===== src/rtl/gbc_pkg.sv =====
// Shared widths, codes and constants of the gyro bias calibrator.
// No dependencies; every other file refers to it by scoped names.
`timescale 1ns / 1ps

package gbc_pkg;

    // Field widths
    localparam int GYRO_W     = 16;
    localparam int LIMIT_W    = 16;
    localparam int YAW_W      = 21;
    localparam int TEMP_W     = 9;
    localparam int PCT_W      = 7;
    localparam int BIAS_W     = 17;
    localparam int CFG_IDX_W  = 1;
    localparam int CFG_DATA_W = 16;

    // Default calibration length in samples
    localparam int SAMPLE_COUNT_DEF = 50;

    // Register reset values
    localparam logic [LIMIT_W-1:0] MOTION_LIMIT_RST = 16'd3932;

    // Request opcodes
    localparam logic OPC_SAMPLE = 1'b0;
    localparam logic OPC_START  = 1'b1;

    // Configuration register indexes
    typedef enum logic [CFG_IDX_W-1:0] {
        CFG_MOTION_LIMIT = 1'b0,
        CFG_YAW_INVERT   = 1'b1
    } t_cfg_idx;

    // Calibration phase codes as reported on the result
    typedef enum logic [1:0] {
        PH_IDLE = 2'd0,
        PH_RUN  = 2'd1,
        PH_DONE = 2'd2,
        PH_FAIL = 2'd3
    } t_phase;

    // Calibration status handed from the controller to the datapath
    typedef struct packed {
        t_phase phase;
        logic   finish;
    } t_cal_stat;

    // Temperature conversion: (10 * raw + 124202) / 3400
    localparam int TEMP_MUL    = 10;
    localparam int TEMP_ADD    = 124202;
    localparam int TEMP_DIV    = 3400;
    localparam int TEMP_NUM_W  = 21;
    localparam int TEMP_MAG_W  = 19;

    // Progress percent
    localparam int PCT_SCALE   = 100;
    localparam int PCT_SCALE_W = 7;
    localparam logic [PCT_W-1:0] PCT_FULL = 7'd100;

    // Bias saturation limits
    localparam logic signed [BIAS_W-1:0] BIAS_MAX = {1'b0, {(BIAS_W-1){1'b1}}};
    localparam logic signed [BIAS_W-1:0] BIAS_MIN = {1'b1, {(BIAS_W-1){1'b0}}};
    localparam int BIAS_POS_LIM = 65535;
    localparam int BIAS_NEG_LIM = 65536;

endpackage


===== src/rtl/gbc_if.sv =====
// Valid/ready channel interfaces for sample requests and results.
// Depends on gbc_pkg for field widths.
`timescale 1ns / 1ps

interface gbc_in_if;
    logic                               valid;
    logic                               ready;
    logic                               opcode;
    logic signed [gbc_pkg::GYRO_W-1:0]  gyro_x;
    logic signed [gbc_pkg::GYRO_W-1:0]  gyro_y;
    logic signed [gbc_pkg::GYRO_W-1:0]  gyro_z;
    logic signed [gbc_pkg::GYRO_W-1:0]  temp_raw;

    modport source (output valid, opcode, gyro_x, gyro_y, gyro_z, temp_raw, input ready);
    modport sink   (input valid, opcode, gyro_x, gyro_y, gyro_z, temp_raw, output ready);
endinterface

interface gbc_out_if;
    logic                               valid;
    logic                               ready;
    logic signed [gbc_pkg::YAW_W-1:0]   yaw_rate;
    logic signed [gbc_pkg::TEMP_W-1:0]  temp_c;
    logic        [1:0]                  cal_phase;
    logic        [gbc_pkg::PCT_W-1:0]   cal_percent;
    logic signed [gbc_pkg::BIAS_W-1:0]  z_bias;

    modport source (output valid, yaw_rate, temp_c, cal_phase, cal_percent, z_bias,
                    input ready);
    modport sink   (input valid, yaw_rate, temp_c, cal_phase, cal_percent, z_bias,
                    output ready);
endinterface


===== src/rtl/gbc_const_div.sv =====
// Unsigned divide by a constant: reciprocal multiply, one-step correction.
// Product is registered inside; corrected quotient is combinational after it.
`timescale 1ns / 1ps

module gbc_const_div #(
    parameter int DIVIDEND_W = 19,
    parameter int DIVISOR    = 3400
) (
    input  logic                  i_clk,
    input  logic                  i_load,
    input  logic [DIVIDEND_W-1:0] i_num,
    output logic [DIVIDEND_W-1:0] o_quot
);

    // Dividend stays below 2^SHIFT, so the estimate is low by at most one
    localparam int SHIFT = DIVIDEND_W;
    localparam int PROD_W = 2 * DIVIDEND_W;
    localparam logic [SHIFT-1:0]      RECIP = SHIFT'((2 ** SHIFT) / DIVISOR);
    localparam logic [DIVIDEND_W-1:0] DIV_V = DIVIDEND_W'(DIVISOR);

    logic [PROD_W-1:0]     r_prod;
    logic [DIVIDEND_W-1:0] r_num;
    logic [PROD_W-1:0]     n_prod;
    logic [DIVIDEND_W-1:0] q_est;
    logic [DIVIDEND_W-1:0] rem;

    assign n_prod = PROD_W'(i_num) * PROD_W'(RECIP);

    // Hold product and dividend for the correction step
    always_ff @(posedge i_clk) begin
        if (i_load) begin
            r_prod <= n_prod;
            r_num  <= i_num;
        end
    end

    // Bump the estimate when the remainder reaches the divisor
    assign q_est  = r_prod[PROD_W-1:SHIFT];
    assign rem    = r_num - DIVIDEND_W'(q_est * DIV_V);
    assign o_quot = (rem >= DIV_V) ? q_est + DIVIDEND_W'(1) : q_est;

endmodule


===== src/rtl/gbc_cal_ctrl.sv =====
// Calibration controller: phase, sample count and Z accumulator.
// Depends on gbc_pkg for opcodes, phase codes and the status struct.
`timescale 1ns / 1ps

module gbc_cal_ctrl #(
    parameter int SAMPLE_COUNT = gbc_pkg::SAMPLE_COUNT_DEF,
    parameter int CNT_W        = $clog2(SAMPLE_COUNT + 1),
    parameter int SUM_W        = gbc_pkg::GYRO_W + $clog2(SAMPLE_COUNT)
) (
    input  logic                               i_clk,
    input  logic                               i_rst_n,
    input  logic                               i_accept,
    input  logic                               i_opcode,
    input  logic signed [gbc_pkg::GYRO_W-1:0]  i_gyro_x,
    input  logic signed [gbc_pkg::GYRO_W-1:0]  i_gyro_y,
    input  logic signed [gbc_pkg::GYRO_W-1:0]  i_gyro_z,
    input  logic        [gbc_pkg::LIMIT_W-1:0] i_motion_limit,
    output gbc_pkg::t_cal_stat                 o_stat,
    output logic signed [SUM_W-1:0]            o_sum,
    output logic        [CNT_W-1:0]            o_count
);

    localparam logic [CNT_W-1:0] LAST = CNT_W'(SAMPLE_COUNT);
    localparam int MAG_W = gbc_pkg::GYRO_W + 1;

    typedef enum logic [1:0] {
        ST_IDLE,
        ST_RUN,
        ST_DONE,
        ST_FAIL
    } t_state;

    t_state                  r_state, n_state;
    logic [CNT_W-1:0]        r_count, n_count;
    logic signed [SUM_W-1:0] r_sum,   n_sum;
    logic                    finish;
    logic                    over;
    logic [MAG_W-1:0]        lim;

    function automatic logic [MAG_W-1:0] f_abs(input logic signed [gbc_pkg::GYRO_W-1:0] v);
        logic signed [MAG_W-1:0] w;
        w = MAG_W'(v);
        f_abs = w[MAG_W-1] ? MAG_W'(-w) : MAG_W'(w);
    endfunction

    // Strict compare: a magnitude equal to the limit passes
    assign lim  = {1'b0, i_motion_limit};
    assign over = (f_abs(i_gyro_x) > lim) || (f_abs(i_gyro_y) > lim) ||
                  (f_abs(i_gyro_z) > lim);

    // Advance calibration on each accepted request
    always_comb begin
        n_state = r_state;
        n_count = r_count;
        n_sum   = r_sum;
        finish  = 1'b0;
        if (i_accept) begin
            if (i_opcode == gbc_pkg::OPC_START) begin
                n_state = ST_RUN;
                n_count = '0;
                n_sum   = '0;
            end else if (r_state == ST_RUN) begin
                if (over) begin
                    n_state = ST_FAIL;
                end else begin
                    n_sum   = r_sum + SUM_W'(i_gyro_z);
                    n_count = r_count + CNT_W'(1);
                    if (n_count >= LAST) begin
                        n_state = ST_DONE;
                        finish  = 1'b1;
                    end
                end
            end
        end
    end

    // Hold state
    always_ff @(posedge i_clk) begin
        if (!i_rst_n) begin
            r_state <= ST_IDLE;
            r_count <= '0;
            r_sum   <= '0;
        end else begin
            r_state <= n_state;
            r_count <= n_count;
            r_sum   <= n_sum;
        end
    end

    // Report the state as left by this request
    always_comb begin
        unique case (n_state)
            ST_IDLE: o_stat.phase = gbc_pkg::PH_IDLE;
            ST_RUN:  o_stat.phase = gbc_pkg::PH_RUN;
            ST_DONE: o_stat.phase = gbc_pkg::PH_DONE;
            ST_FAIL: o_stat.phase = gbc_pkg::PH_FAIL;
        endcase
        o_stat.finish = finish;
    end

    assign o_sum   = n_sum;
    assign o_count = n_count;

endmodule


===== src/rtl/gyro_bias_calibrator.sv =====
// Top level of the gyro Z bias calibrator: controller, dividers, result pipeline.
// Depends on gbc_pkg, gbc_if, gbc_cal_ctrl and gbc_const_div.
//
//   port      dir  kind        contents
//   i_in      in   valid/ready opcode, gyro_x, gyro_y, gyro_z, temp_raw
//   o_out     out  valid/ready yaw_rate, temp_c, cal_phase, cal_percent, z_bias
//   i_cfg_*   in   write only  motion_limit (index 0), yaw_invert (index 1)
//
// One request per cycle unless stalled; each passes four registers in order
// (stage 1, stage 2 with divider products, stage 3, output) to reach o_out.
// The controller accumulates and compares combinationally on the taken request.
// Synchronous active-low reset clears phase, count, sum, bias and all valid bits.
// Each stage moves when the stage after it is empty or moving, so bubbles fill
// while a result waits; i_in.ready drops only when every stage is full and stalled.
`timescale 1ns / 1ps

module gyro_bias_calibrator #(
    parameter int SAMPLE_COUNT = gbc_pkg::SAMPLE_COUNT_DEF
) (
    input  logic                                  i_clk,
    input  logic                                  i_rst_n,
    input  logic                                  i_cfg_we,
    input  logic [gbc_pkg::CFG_IDX_W-1:0]         i_cfg_idx,
    input  logic [gbc_pkg::CFG_DATA_W-1:0]        i_cfg_data,
    gbc_in_if.sink                                i_in,
    gbc_out_if.source                             o_out
);

    localparam int CNT_W = $clog2(SAMPLE_COUNT + 1);
    localparam int SUM_W = gbc_pkg::GYRO_W + $clog2(SAMPLE_COUNT);
    localparam int BQ_W  = SUM_W + 4;
    localparam int PN_W  = CNT_W + gbc_pkg::PCT_SCALE_W;
    localparam int TN_W  = gbc_pkg::TEMP_NUM_W;
    localparam int TM_W  = gbc_pkg::TEMP_MAG_W;

    // Configuration registers
    logic [gbc_pkg::LIMIT_W-1:0] r_motion_limit;
    logic                        r_yaw_invert;

    always_ff @(posedge i_clk) begin
        if (!i_rst_n) begin
            r_motion_limit <= gbc_pkg::MOTION_LIMIT_RST;
            r_yaw_invert   <= 1'b0;
        end else if (i_cfg_we) begin
            unique case (gbc_pkg::t_cfg_idx'(i_cfg_idx))
                gbc_pkg::CFG_MOTION_LIMIT: r_motion_limit <= i_cfg_data[gbc_pkg::LIMIT_W-1:0];
                gbc_pkg::CFG_YAW_INVERT:   r_yaw_invert   <= i_cfg_data[0];
            endcase
        end
    end

    // Stage advance: each stage loads when it is empty or its successor loads
    logic r_s1_valid, r_s2_valid, r_s3_valid, r_o_valid;
    logic ld_o, ld3, ld2, ld1, in_acc;

    assign ld_o   = !r_o_valid || o_out.ready;
    assign ld3    = !r_s3_valid || ld_o;
    assign ld2    = !r_s2_valid || ld3;
    assign ld1    = !r_s1_valid || ld2;
    assign in_acc = i_in.valid && ld1;
    assign i_in.ready = ld1;

    // Calibration controller
    gbc_pkg::t_cal_stat      cal_stat;
    logic signed [SUM_W-1:0] cal_sum;
    logic [CNT_W-1:0]        cal_count;

    gbc_cal_ctrl #(
        .SAMPLE_COUNT (SAMPLE_COUNT),
        .CNT_W        (CNT_W),
        .SUM_W        (SUM_W)
    ) u_cal_ctrl (
        .i_clk          (i_clk),
        .i_rst_n        (i_rst_n),
        .i_accept       (in_acc),
        .i_opcode       (i_in.opcode),
        .i_gyro_x       (i_in.gyro_x),
        .i_gyro_y       (i_in.gyro_y),
        .i_gyro_z       (i_in.gyro_z),
        .i_motion_limit (r_motion_limit),
        .o_stat         (cal_stat),
        .o_sum          (cal_sum),
        .o_count        (cal_count)
    );

    // Split sum and temperature numerator into sign and magnitude
    logic [SUM_W-1:0]        sum_abs;
    logic signed [TN_W-1:0]  tnum;
    logic [TM_W-1:0]         tnum_abs;

    assign sum_abs  = cal_sum[SUM_W-1] ? SUM_W'(-cal_sum) : SUM_W'(cal_sum);
    assign tnum     = (TN_W'(i_in.temp_raw) <<< 3) + (TN_W'(i_in.temp_raw) <<< 1)
                    + TN_W'(gbc_pkg::TEMP_ADD);
    assign tnum_abs = tnum[TN_W-1] ? TM_W'(-tnum) : TM_W'(tnum);

    // Stage 1: request as seen by the controller
    logic                               r_s1_cmd;
    gbc_pkg::t_cal_stat                 r_s1_stat;
    logic                               r_s1_sum_neg;
    logic                               r_s1_temp_neg;
    logic signed [gbc_pkg::GYRO_W-1:0]  r_s1_gz;
    logic [BQ_W-1:0]                    r_s1_bias_num;
    logic [TM_W-1:0]                    r_s1_temp_num;
    logic [PN_W-1:0]                    r_s1_pct_num;

    always_ff @(posedge i_clk) begin
        if (!i_rst_n) begin
            r_s1_valid <= 1'b0;
        end else if (ld1) begin
            r_s1_valid <= i_in.valid;
        end
    end

    always_ff @(posedge i_clk) begin
        if (ld1) begin
            r_s1_cmd      <= (i_in.opcode == gbc_pkg::OPC_START);
            r_s1_stat     <= cal_stat;
            r_s1_sum_neg  <= cal_sum[SUM_W-1];
            r_s1_temp_neg <= tnum[TN_W-1];
            r_s1_gz       <= i_in.gyro_z;
            r_s1_bias_num <= {sum_abs, 4'b0000};
            r_s1_temp_num <= tnum_abs;
            r_s1_pct_num  <= PN_W'(cal_count) * PN_W'(gbc_pkg::PCT_SCALE);
        end
    end

    // Constant dividers, product registered on the stage 2 load
    logic [BQ_W-1:0] q_bias;
    logic [TM_W-1:0] q_temp;
    logic [PN_W-1:0] q_pct;

    gbc_const_div #(.DIVIDEND_W(BQ_W), .DIVISOR(SAMPLE_COUNT)) u_div_bias (
        .i_clk (i_clk), .i_load (ld2), .i_num (r_s1_bias_num), .o_quot (q_bias)
    );

    gbc_const_div #(.DIVIDEND_W(TM_W), .DIVISOR(gbc_pkg::TEMP_DIV)) u_div_temp (
        .i_clk (i_clk), .i_load (ld2), .i_num (r_s1_temp_num), .o_quot (q_temp)
    );

    gbc_const_div #(.DIVIDEND_W(PN_W), .DIVISOR(SAMPLE_COUNT)) u_div_pct (
        .i_clk (i_clk), .i_load (ld2), .i_num (r_s1_pct_num), .o_quot (q_pct)
    );

    // Stage 2: control alongside the divider products
    logic                               r_s2_cmd;
    gbc_pkg::t_cal_stat                 r_s2_stat;
    logic                               r_s2_sum_neg;
    logic                               r_s2_temp_neg;
    logic signed [gbc_pkg::GYRO_W-1:0]  r_s2_gz;

    always_ff @(posedge i_clk) begin
        if (!i_rst_n) begin
            r_s2_valid <= 1'b0;
        end else if (ld2) begin
            r_s2_valid <= r_s1_valid;
        end
    end

    always_ff @(posedge i_clk) begin
        if (ld2) begin
            r_s2_cmd      <= r_s1_cmd;
            r_s2_stat     <= r_s1_stat;
            r_s2_sum_neg  <= r_s1_sum_neg;
            r_s2_temp_neg <= r_s1_temp_neg;
            r_s2_gz       <= r_s1_gz;
        end
    end

    // Sign and saturate the bias; sign the temperature (zero on start); pick percent
    logic signed [gbc_pkg::BIAS_W-1:0] n_bias;
    logic signed [gbc_pkg::TEMP_W-1:0] n_temp;
    logic [gbc_pkg::PCT_W-1:0]         n_pct;

    always_comb begin
        if (r_s2_sum_neg) begin
            if (q_bias > BQ_W'(gbc_pkg::BIAS_NEG_LIM)) begin
                n_bias = gbc_pkg::BIAS_MIN;
            end else begin
                n_bias = -(gbc_pkg::BIAS_W'(q_bias));
            end
        end else begin
            if (q_bias > BQ_W'(gbc_pkg::BIAS_POS_LIM)) begin
                n_bias = gbc_pkg::BIAS_MAX;
            end else begin
                n_bias = gbc_pkg::BIAS_W'(q_bias);
            end
        end
    end

    always_comb begin
        if (r_s2_cmd) begin
            n_temp = '0;
        end else if (r_s2_temp_neg) begin
            n_temp = -(gbc_pkg::TEMP_W'(q_temp));
        end else begin
            n_temp = gbc_pkg::TEMP_W'(q_temp);
        end
    end

    always_comb begin
        unique case (r_s2_stat.phase)
            gbc_pkg::PH_RUN:  n_pct = gbc_pkg::PCT_W'(q_pct);
            gbc_pkg::PH_DONE: n_pct = gbc_pkg::PCT_FULL;
            gbc_pkg::PH_IDLE,
            gbc_pkg::PH_FAIL: n_pct = '0;
        endcase
    end

    // Stage 3: bias register updates as a finishing sample passes
    logic                               r_s3_cmd;
    gbc_pkg::t_phase                    r_s3_phase;
    logic signed [gbc_pkg::GYRO_W-1:0]  r_s3_gz;
    logic signed [gbc_pkg::TEMP_W-1:0]  r_s3_temp;
    logic [gbc_pkg::PCT_W-1:0]          r_s3_pct;
    logic signed [gbc_pkg::BIAS_W-1:0]  r_bias;

    always_ff @(posedge i_clk) begin
        if (!i_rst_n) begin
            r_s3_valid <= 1'b0;
            r_bias     <= '0;
        end else begin
            if (ld3) begin
                r_s3_valid <= r_s2_valid;
            end
            if (ld3 && r_s2_valid && r_s2_stat.finish) begin
                r_bias <= n_bias;
            end
        end
    end

    always_ff @(posedge i_clk) begin
        if (ld3) begin
            r_s3_cmd   <= r_s2_cmd;
            r_s3_phase <= r_s2_stat.phase;
            r_s3_gz    <= r_s2_gz;
            r_s3_temp  <= n_temp;
            r_s3_pct   <= n_pct;
        end
    end

    // Yaw rate from the bias as left by this same request
    logic signed [gbc_pkg::YAW_W-1:0] yaw_raw;
    logic signed [gbc_pkg::YAW_W-1:0] n_yaw;

    assign yaw_raw = (gbc_pkg::YAW_W'(r_s3_gz) <<< 4) - gbc_pkg::YAW_W'(r_bias);

    always_comb begin
        if (r_s3_cmd) begin
            n_yaw = '0;
        end else if (r_yaw_invert) begin
            n_yaw = -yaw_raw;
        end else begin
            n_yaw = yaw_raw;
        end
    end

    // Output register
    logic signed [gbc_pkg::YAW_W-1:0]  r_o_yaw;
    logic signed [gbc_pkg::TEMP_W-1:0] r_o_temp;
    gbc_pkg::t_phase                   r_o_phase;
    logic [gbc_pkg::PCT_W-1:0]         r_o_pct;
    logic signed [gbc_pkg::BIAS_W-1:0] r_o_bias;

    always_ff @(posedge i_clk) begin
        if (!i_rst_n) begin
            r_o_valid <= 1'b0;
        end else if (ld_o) begin
            r_o_valid <= r_s3_valid;
        end
    end

    always_ff @(posedge i_clk) begin
        if (ld_o) begin
            r_o_yaw   <= n_yaw;
            r_o_temp  <= r_s3_temp;
            r_o_phase <= r_s3_phase;
            r_o_pct   <= r_s3_pct;
            r_o_bias  <= r_bias;
        end
    end

    assign o_out.valid       = r_o_valid;
    assign o_out.yaw_rate    = r_o_yaw;
    assign o_out.temp_c      = r_o_temp;
    assign o_out.cal_phase   = r_o_phase;
    assign o_out.cal_percent = r_o_pct;
    assign o_out.z_bias      = r_o_bias;

`ifndef SYNTHESIS
    // A taken request always lands in stage 1
    a_accept_lands: assert property (@(posedge i_clk) disable iff (!i_rst_n)
        in_acc |=> r_s1_valid)
        else $error("accepted request did not reach stage 1");

    // A done result reports full progress
    a_done_full: assert property (@(posedge i_clk) disable iff (!i_rst_n)
        (o_out.valid && (o_out.cal_phase == gbc_pkg::PH_DONE))
            |-> (o_out.cal_percent == gbc_pkg::PCT_FULL))
        else $error("done result without full progress");

    // Bias moves only when a finishing sample passes stage 3
    a_bias_hold: assert property (@(posedge i_clk) disable iff (!i_rst_n)
        !$stable(r_bias) |-> $past(ld3 && r_s2_valid && r_s2_stat.finish))
        else $error("bias changed without a finishing sample");
`endif

endmodule


===== src/flat_wrapper.sv =====
// flat-port wrapper written by rule: the top's interface ports become plain ports
module gyro_bias_calibrator_flat 
#(
    parameter int SAMPLE_COUNT = gbc_pkg::SAMPLE_COUNT_DEF
)
  (i_clk, i_rst_n, i_cfg_we, i_cfg_idx, i_cfg_data, i_in_valid, i_in_opcode, i_in_gyro_x, i_in_gyro_y, i_in_gyro_z, i_in_temp_raw, i_in_ready, o_out_valid, o_out_yaw_rate, o_out_temp_c, o_out_cal_phase, o_out_cal_percent, o_out_z_bias, o_out_ready);
  gbc_in_if i_in_i ();
  gbc_out_if o_out_i ();
  input  logic i_clk;
  input  logic i_rst_n;
  input  logic i_cfg_we;
  input  logic [gbc_pkg::CFG_IDX_W-1:0] i_cfg_idx;
  input  logic [gbc_pkg::CFG_DATA_W-1:0] i_cfg_data;
  input wire logic [$bits(i_in_i.valid)-1:0] i_in_valid;
  input wire logic [$bits(i_in_i.opcode)-1:0] i_in_opcode;
  input wire logic [$bits(i_in_i.gyro_x)-1:0] i_in_gyro_x;
  input wire logic [$bits(i_in_i.gyro_y)-1:0] i_in_gyro_y;
  input wire logic [$bits(i_in_i.gyro_z)-1:0] i_in_gyro_z;
  input wire logic [$bits(i_in_i.temp_raw)-1:0] i_in_temp_raw;
  output wire logic [$bits(i_in_i.ready)-1:0] i_in_ready;
  output wire logic [$bits(o_out_i.valid)-1:0] o_out_valid;
  output wire logic [$bits(o_out_i.yaw_rate)-1:0] o_out_yaw_rate;
  output wire logic [$bits(o_out_i.temp_c)-1:0] o_out_temp_c;
  output wire logic [$bits(o_out_i.cal_phase)-1:0] o_out_cal_phase;
  output wire logic [$bits(o_out_i.cal_percent)-1:0] o_out_cal_percent;
  output wire logic [$bits(o_out_i.z_bias)-1:0] o_out_z_bias;
  input wire logic [$bits(o_out_i.ready)-1:0] o_out_ready;
  assign i_in_i.valid = i_in_valid;
  assign i_in_i.opcode = i_in_opcode;
  assign i_in_i.gyro_x = i_in_gyro_x;
  assign i_in_i.gyro_y = i_in_gyro_y;
  assign i_in_i.gyro_z = i_in_gyro_z;
  assign i_in_i.temp_raw = i_in_temp_raw;
  assign i_in_ready = i_in_i.ready;
  assign o_out_valid = o_out_i.valid;
  assign o_out_yaw_rate = o_out_i.yaw_rate;
  assign o_out_temp_c = o_out_i.temp_c;
  assign o_out_cal_phase = o_out_i.cal_phase;
  assign o_out_cal_percent = o_out_i.cal_percent;
  assign o_out_z_bias = o_out_i.z_bias;
  assign o_out_i.ready = o_out_ready;
  gyro_bias_calibrator #(.SAMPLE_COUNT(SAMPLE_COUNT)) u_core (.i_clk(i_clk), .i_rst_n(i_rst_n), .i_cfg_we(i_cfg_we), .i_cfg_idx(i_cfg_idx), .i_cfg_data(i_cfg_data), .i_in(i_in_i), .o_out(o_out_i));
endmodule

===== config.mk =====
export PLATFORM = sky130hd
export DESIGN_NAME = gyro_bias_calibrator_flat
export DESIGN_NICKNAME = d
export VERILOG_FILES = /design/src/rtl/gbc_pkg.sv /design/src/rtl/gbc_if.sv /design/src/rtl/gbc_const_div.sv /design/src/rtl/gbc_cal_ctrl.sv /design/src/rtl/gyro_bias_calibrator.sv /design/src/flat_wrapper.sv
export SDC_FILE = /design/constraint.sdc
export NUM_CORES = 2
export LEC_CHECK = 0
export BUFFER_PORTS_ARGS = -buffer_cell sky130_fd_sc_hd__buf_2
export CORE_MARGIN = 1
export CORE_UTILIZATION = 30
export DETAILED_ROUTE_END_ITERATION = 8
export GPL_TIMING_DRIVEN = 1
export MAX_ROUTING_LAYER = met4
export SYNTH_ARGS = -nofsm -noshare
export SYNTH_HDL_FRONTEND = slang
export SYNTH_SLANG_ARGS = --single-unit

===== constraint.sdc =====
create_clock -name i_clk -period 9.3 [get_ports i_clk]
set_input_delay 0.93 -clock i_clk [delete_from_list [all_inputs] [get_ports i_clk]]
set_output_delay 0.93 -clock i_clk [all_outputs]
set_load 0.005 [all_outputs]

==> reports/metrics.cfg <==
[status]
run_status = complete, no violations

[synthesis]
synth_edf_count = 272
netlist-cell-type-count = 96
synth_flop_cell = sky130_fd_sc_hd__edfxtp_1
ys_warn_count = 0
synthesis.area_um2 = 36200
synth_seq_cells = 340
syn_area_per_cell_um2 = 9.88
synth_sequential_area_ratio_pct = 26.3
synth_cells = 3665
mappedNetlistNets = 4673
fraction_of_registers_with_async_set_reset_pct = 0

[routing]
vias = 26283
route.detailed.vias_per_inst = 4.79
drt_first_pass_iters = 5
detailed_route_wl_mm = 85.7
detail-route-antenna-nets = 0
post-route-drc-count = 0
drt-initial-drc-count = 1607
wl_per_cell_um = 15.6

[final_layout]
design_area_um2 = 40400
share_of_layout_cells_above_drive_strength_1_pct = 7.48
area_growth_pct = 11.6
fillers = 12221
post-route-util_pct = 33.7
final_nets = 4840

[setup_path]
crit_path_max_fanout = 13
crit-reg2reg-capture = u_core.r_bias[7]$_SDFFE_PN0P_
setup.worst_path.end = u_core.r_bias[7]$_SDFFE_PN0P_
worst_path_largest_cell_delay_ps = 550
r2r.worst_path.cells = 35
slowest_stage = sky130_fd_sc_hd__or4b_4
crit_path_start = u_core.u_div_bias.r_prod[28]$_DFFE_PP_
crit_path_frequent_cell = sky130_fd_sc_hd__a21oi_1
endpoint_kind = flip-flop
r2r-start = u_core.u_div_bias.r_prod[28]$_DFFE_PP_
path_class = reg2reg
timing.critical_path.from_type = flip-flop
ff2ff_setup_slack_ps = 600
critical_path_required_ps = 9800
worst-endpoint-arrival_ps = 9200

[grt]
overflow = 0
grt_antenna_before_repair = 9
global_route.usage.total_pct = 14.5
first_global_vias = 25588
grt_first_pass_wirelength_mm = 138
grt_start_max_net_pins = 81

[place]
port_buffers = 144
dp.final_hpwl_mm = 70.0
gp_congestion = 0.875
dpl-instance-area_um2 = 38900

[cts]
cts.hold.buffers_added = 0
cts.reportedPaths.clkPinSlew_ps = 60
clk-insertion-delay-late_ps = 600
cts_tree = yes
h_tree_depth_reported_by_cts = 2
cell_at_the_root_of_the_clock_tree = sky130_fd_sc_hd__clkbuf_16
max-clock-path-buffers = 3
cts_made_buffers = 43
cts_sinks = 340

[power_and_ir_drop]
p_sw_mw = 5.01
power-per-cell-area_nw_per_um2 = 277
combinational_power_share_pct = 66.4
share_clk_of_total_power_pct = 15.1
cell_internal_pwr_mw = 6.18
irDropWorstVdd_mv = 0.670
p_seq_share_pct = 18.5
power.leakage_nw = 20.5
power.switching_fraction_pct = 44.8

[die]
start_util_pct = 30.2
num_io_pins = 145
die_span_x_um = 349
floorplan.core_area_um2 = 120000
rows = 127
dieHeight_um = 349
die-area_um2 = 122000

[sta]
report.final.hold_viol_count = 0
final_min_period_over_clock_period_pct = 93.5
timing.final.setup_violations = 0
rsz0062_at_grt = no
finalSetupTns_ps = 0
finalWorstPathRequiredPeriod_ps = 8700
hold-worst-slack_ps = 399
final_max_slew_viol_count = 0
slew_headroom_pct = 16.2
max_freq_mhz = 115
tightestPinTransition_ps = 1250
timing.clock.skew_ps = 37.4

[worst_hold_path]
hold_class = reg2reg

[run]
cap_viol_max_count = 0

## state kept, by name, indices dropped and copies added, names as in the netlist, 3 cells and up
| name | flops |
|---|---|
| u_core.r_bias | 17 |
| u_core.o_out.cal_percent | 7 |
| u_core.u_div_pct.r_num | 11 |
| u_core.u_div_bias.r_num | 22 |
| u_core.r_s1_pct_num | 11 |
| u_core.r_s1_bias_num | 22 |
| u_core.r_s2_gz | 16 |
| u_core.u_div_temp.r_prod | 8 |
| u_core.o_out.z_bias | 17 |
| u_core.r_motion_limit | 16 |
| u_core.u_div_pct.r_prod | 8 |
| u_core.u_cal_ctrl.r_count | 6 |
| u_core.u_div_temp.r_num | 16 |
| u_core.r_s1_stat | 3 |
| u_core.r_s1_temp_num | 18 |
| u_core.r_s3_gz | 16 |
| u_core.o_out.temp_c | 9 |
| u_core.r_s3_temp | 9 |
| u_core.o_out.yaw_rate | 21 |
| u_core.u_div_bias.r_prod | 21 |
| u_core.u_cal_ctrl.r_sum | 22 |
| u_core.r_s1_gz | 16 |
| u_core.r_s3_pct | 7 |
| u_core.r_s2_stat | 3 |
## cells by family after synthesis
logic type	after synthesis	share of synthesized area [%]
XOR/XNOR	269	6.51
AO/OA/AOI/OAI	650	11.9
buffers and inverters	619	6.47
adder cells (fa/ha/maj)	921	36.7
AND/OR/NAND/NOR	852	11.8
flip-flops	340	26.3
multiplexers	14	0.408
## cell usage after synthesis, drive strengths merged (63+ instances only)
library cell	n	area share, %
xnor2	186	4.5
fa	233	13
edfxtp	272	23
nand2	205	2.1
ha	688	24
xor2	83	2.0
a21o	63	1.3
nand3	71	0.98
dfxtp	68	3.8
o21ai	141	1.9
nor2	220	2.3
inv	561	5.8
a21oi	154	2.1
nor3	79	1.1
## worst min path at each step
stage / startpoint / end / slack, ps / depth (start not counted)
3_5_place_dp: u_core.r_s3_phase[1]$_DFFE_PP_ / u_core.o_out.cal_phase[1]$_DFFE_PP_ / 400 / 0
2_1_floorplan: u_core.r_s3_pct[0]$_SDFFCE_PP0P_ / u_core.o_out.cal_percent[0]$_DFFE_PP_ / 400 / 0
4_1_cts: u_core.r_s2_gz[10]$_DFFE_PP_ / u_core.r_s3_gz[10]$_DFFE_PP_ / 380 / 0
6_report: u_core.r_s2_gz[10]$_DFFE_PP_ / u_core.r_s3_gz[10]$_DFFE_PP_ / 400 / 0
5_1_grt: u_core.r_s2_gz[10]$_DFFE_PP_ / u_core.r_s3_gz[10]$_DFFE_PP_ / 400 / 0
3_3_place_gp: u_core.r_s1_cmd$_DFFE_PN_ / u_core.r_s2_cmd$_DFFE_PP_ / 400 / 0
## layer usage
metal	GRT usage, %	share of wire (%)
met1	19.8	49
met2	22.4	44
met3	2.32	5.0
met4	2.94	1.9
met5	-	0
## timing repair
item / in CTS / in global routing
resized for setup: 0 / 1
buffers inserted: 0 / 7
setup endpoints to repair: 0 / 15
## critical path: cells and delay by family (launching register included)
| family | cells | cell delay, ps |
|---|---|---|
| AND/OR/NAND/NOR | 7 | 2190 |
| flip-flops | 1 | 490 |
| XOR/XNOR | 2 | 270 |
| AO/OA/AOI/OAI | 17 | 3320 |
| adder cells (fa/ha/maj) | 6 | 1980 |
| buffers and inverters | 3 | 340 |
## stage by stage
step	setup WS, ps	power (mW)	cells
after floorplan	1170	7.97	3665
after global placement	549	9.35	5392
after detailed placement	398	9.46	5392
after CTS	329	11.2	5470
after global routing	15.7	12.5	5484
final	603	11.2	5484
## layout make-up
type | instances | area [µm²] | share of cell area (%)
repair buffers | 177 | 966 | 2.39
clock inverters | 25 | 260 | 0.644
flip-flops and latches | 340 | 9530 | 23.6
inverters | 564 | 2120 | 5.24
diodes | 7 | 17.5 | 0.0433
clock buffers | 53 | 1160 | 2.88
well taps | 1612 | 2020 | 4.99
multi-input cells | 2706 | 24400 | 60.2
## power groups by stage
| stage | Sequential [mW] | Combinational [mW] | Clock, mW |
|---|---|---|---|
| final | 2.07 | 7.42 | 1.69 |
| after global routing | 2.10 | 8.57 | 1.79 |
| after CTS | 2.08 | 7.41 | 1.75 |
| after detailed placement | 2.11 | 7.35 | 0 |
| after global placement | 2.11 | 7.24 | 0 |
| after floorplan | 2.03 | 5.95 | 0 |
## cell usage in the layout, fill, tap and decap left out, drive strengths merged, types with 13 or more instances in the layout
master	instances
a211oi	23
a21boi	13
a21o	63
a21oi	154
a31oi	33
and2	29
and3	40
buf	176
clkbuf	54
clkinv	16
dfxtp	68
edfxtp	272
fa	233
ha	688
inv	566
nand2	205
nand2b	30
nand3	71
nand4	28
nor2	220
nor2b	32
nor3	79
nor4	22
o211ai	19
o21a	33
o21ai	141
o21bai	28
o31ai	29
or2	14
or3	25
xnor2	186
xor2	83
Note: power is estimated with default switching activity, not from simulation.
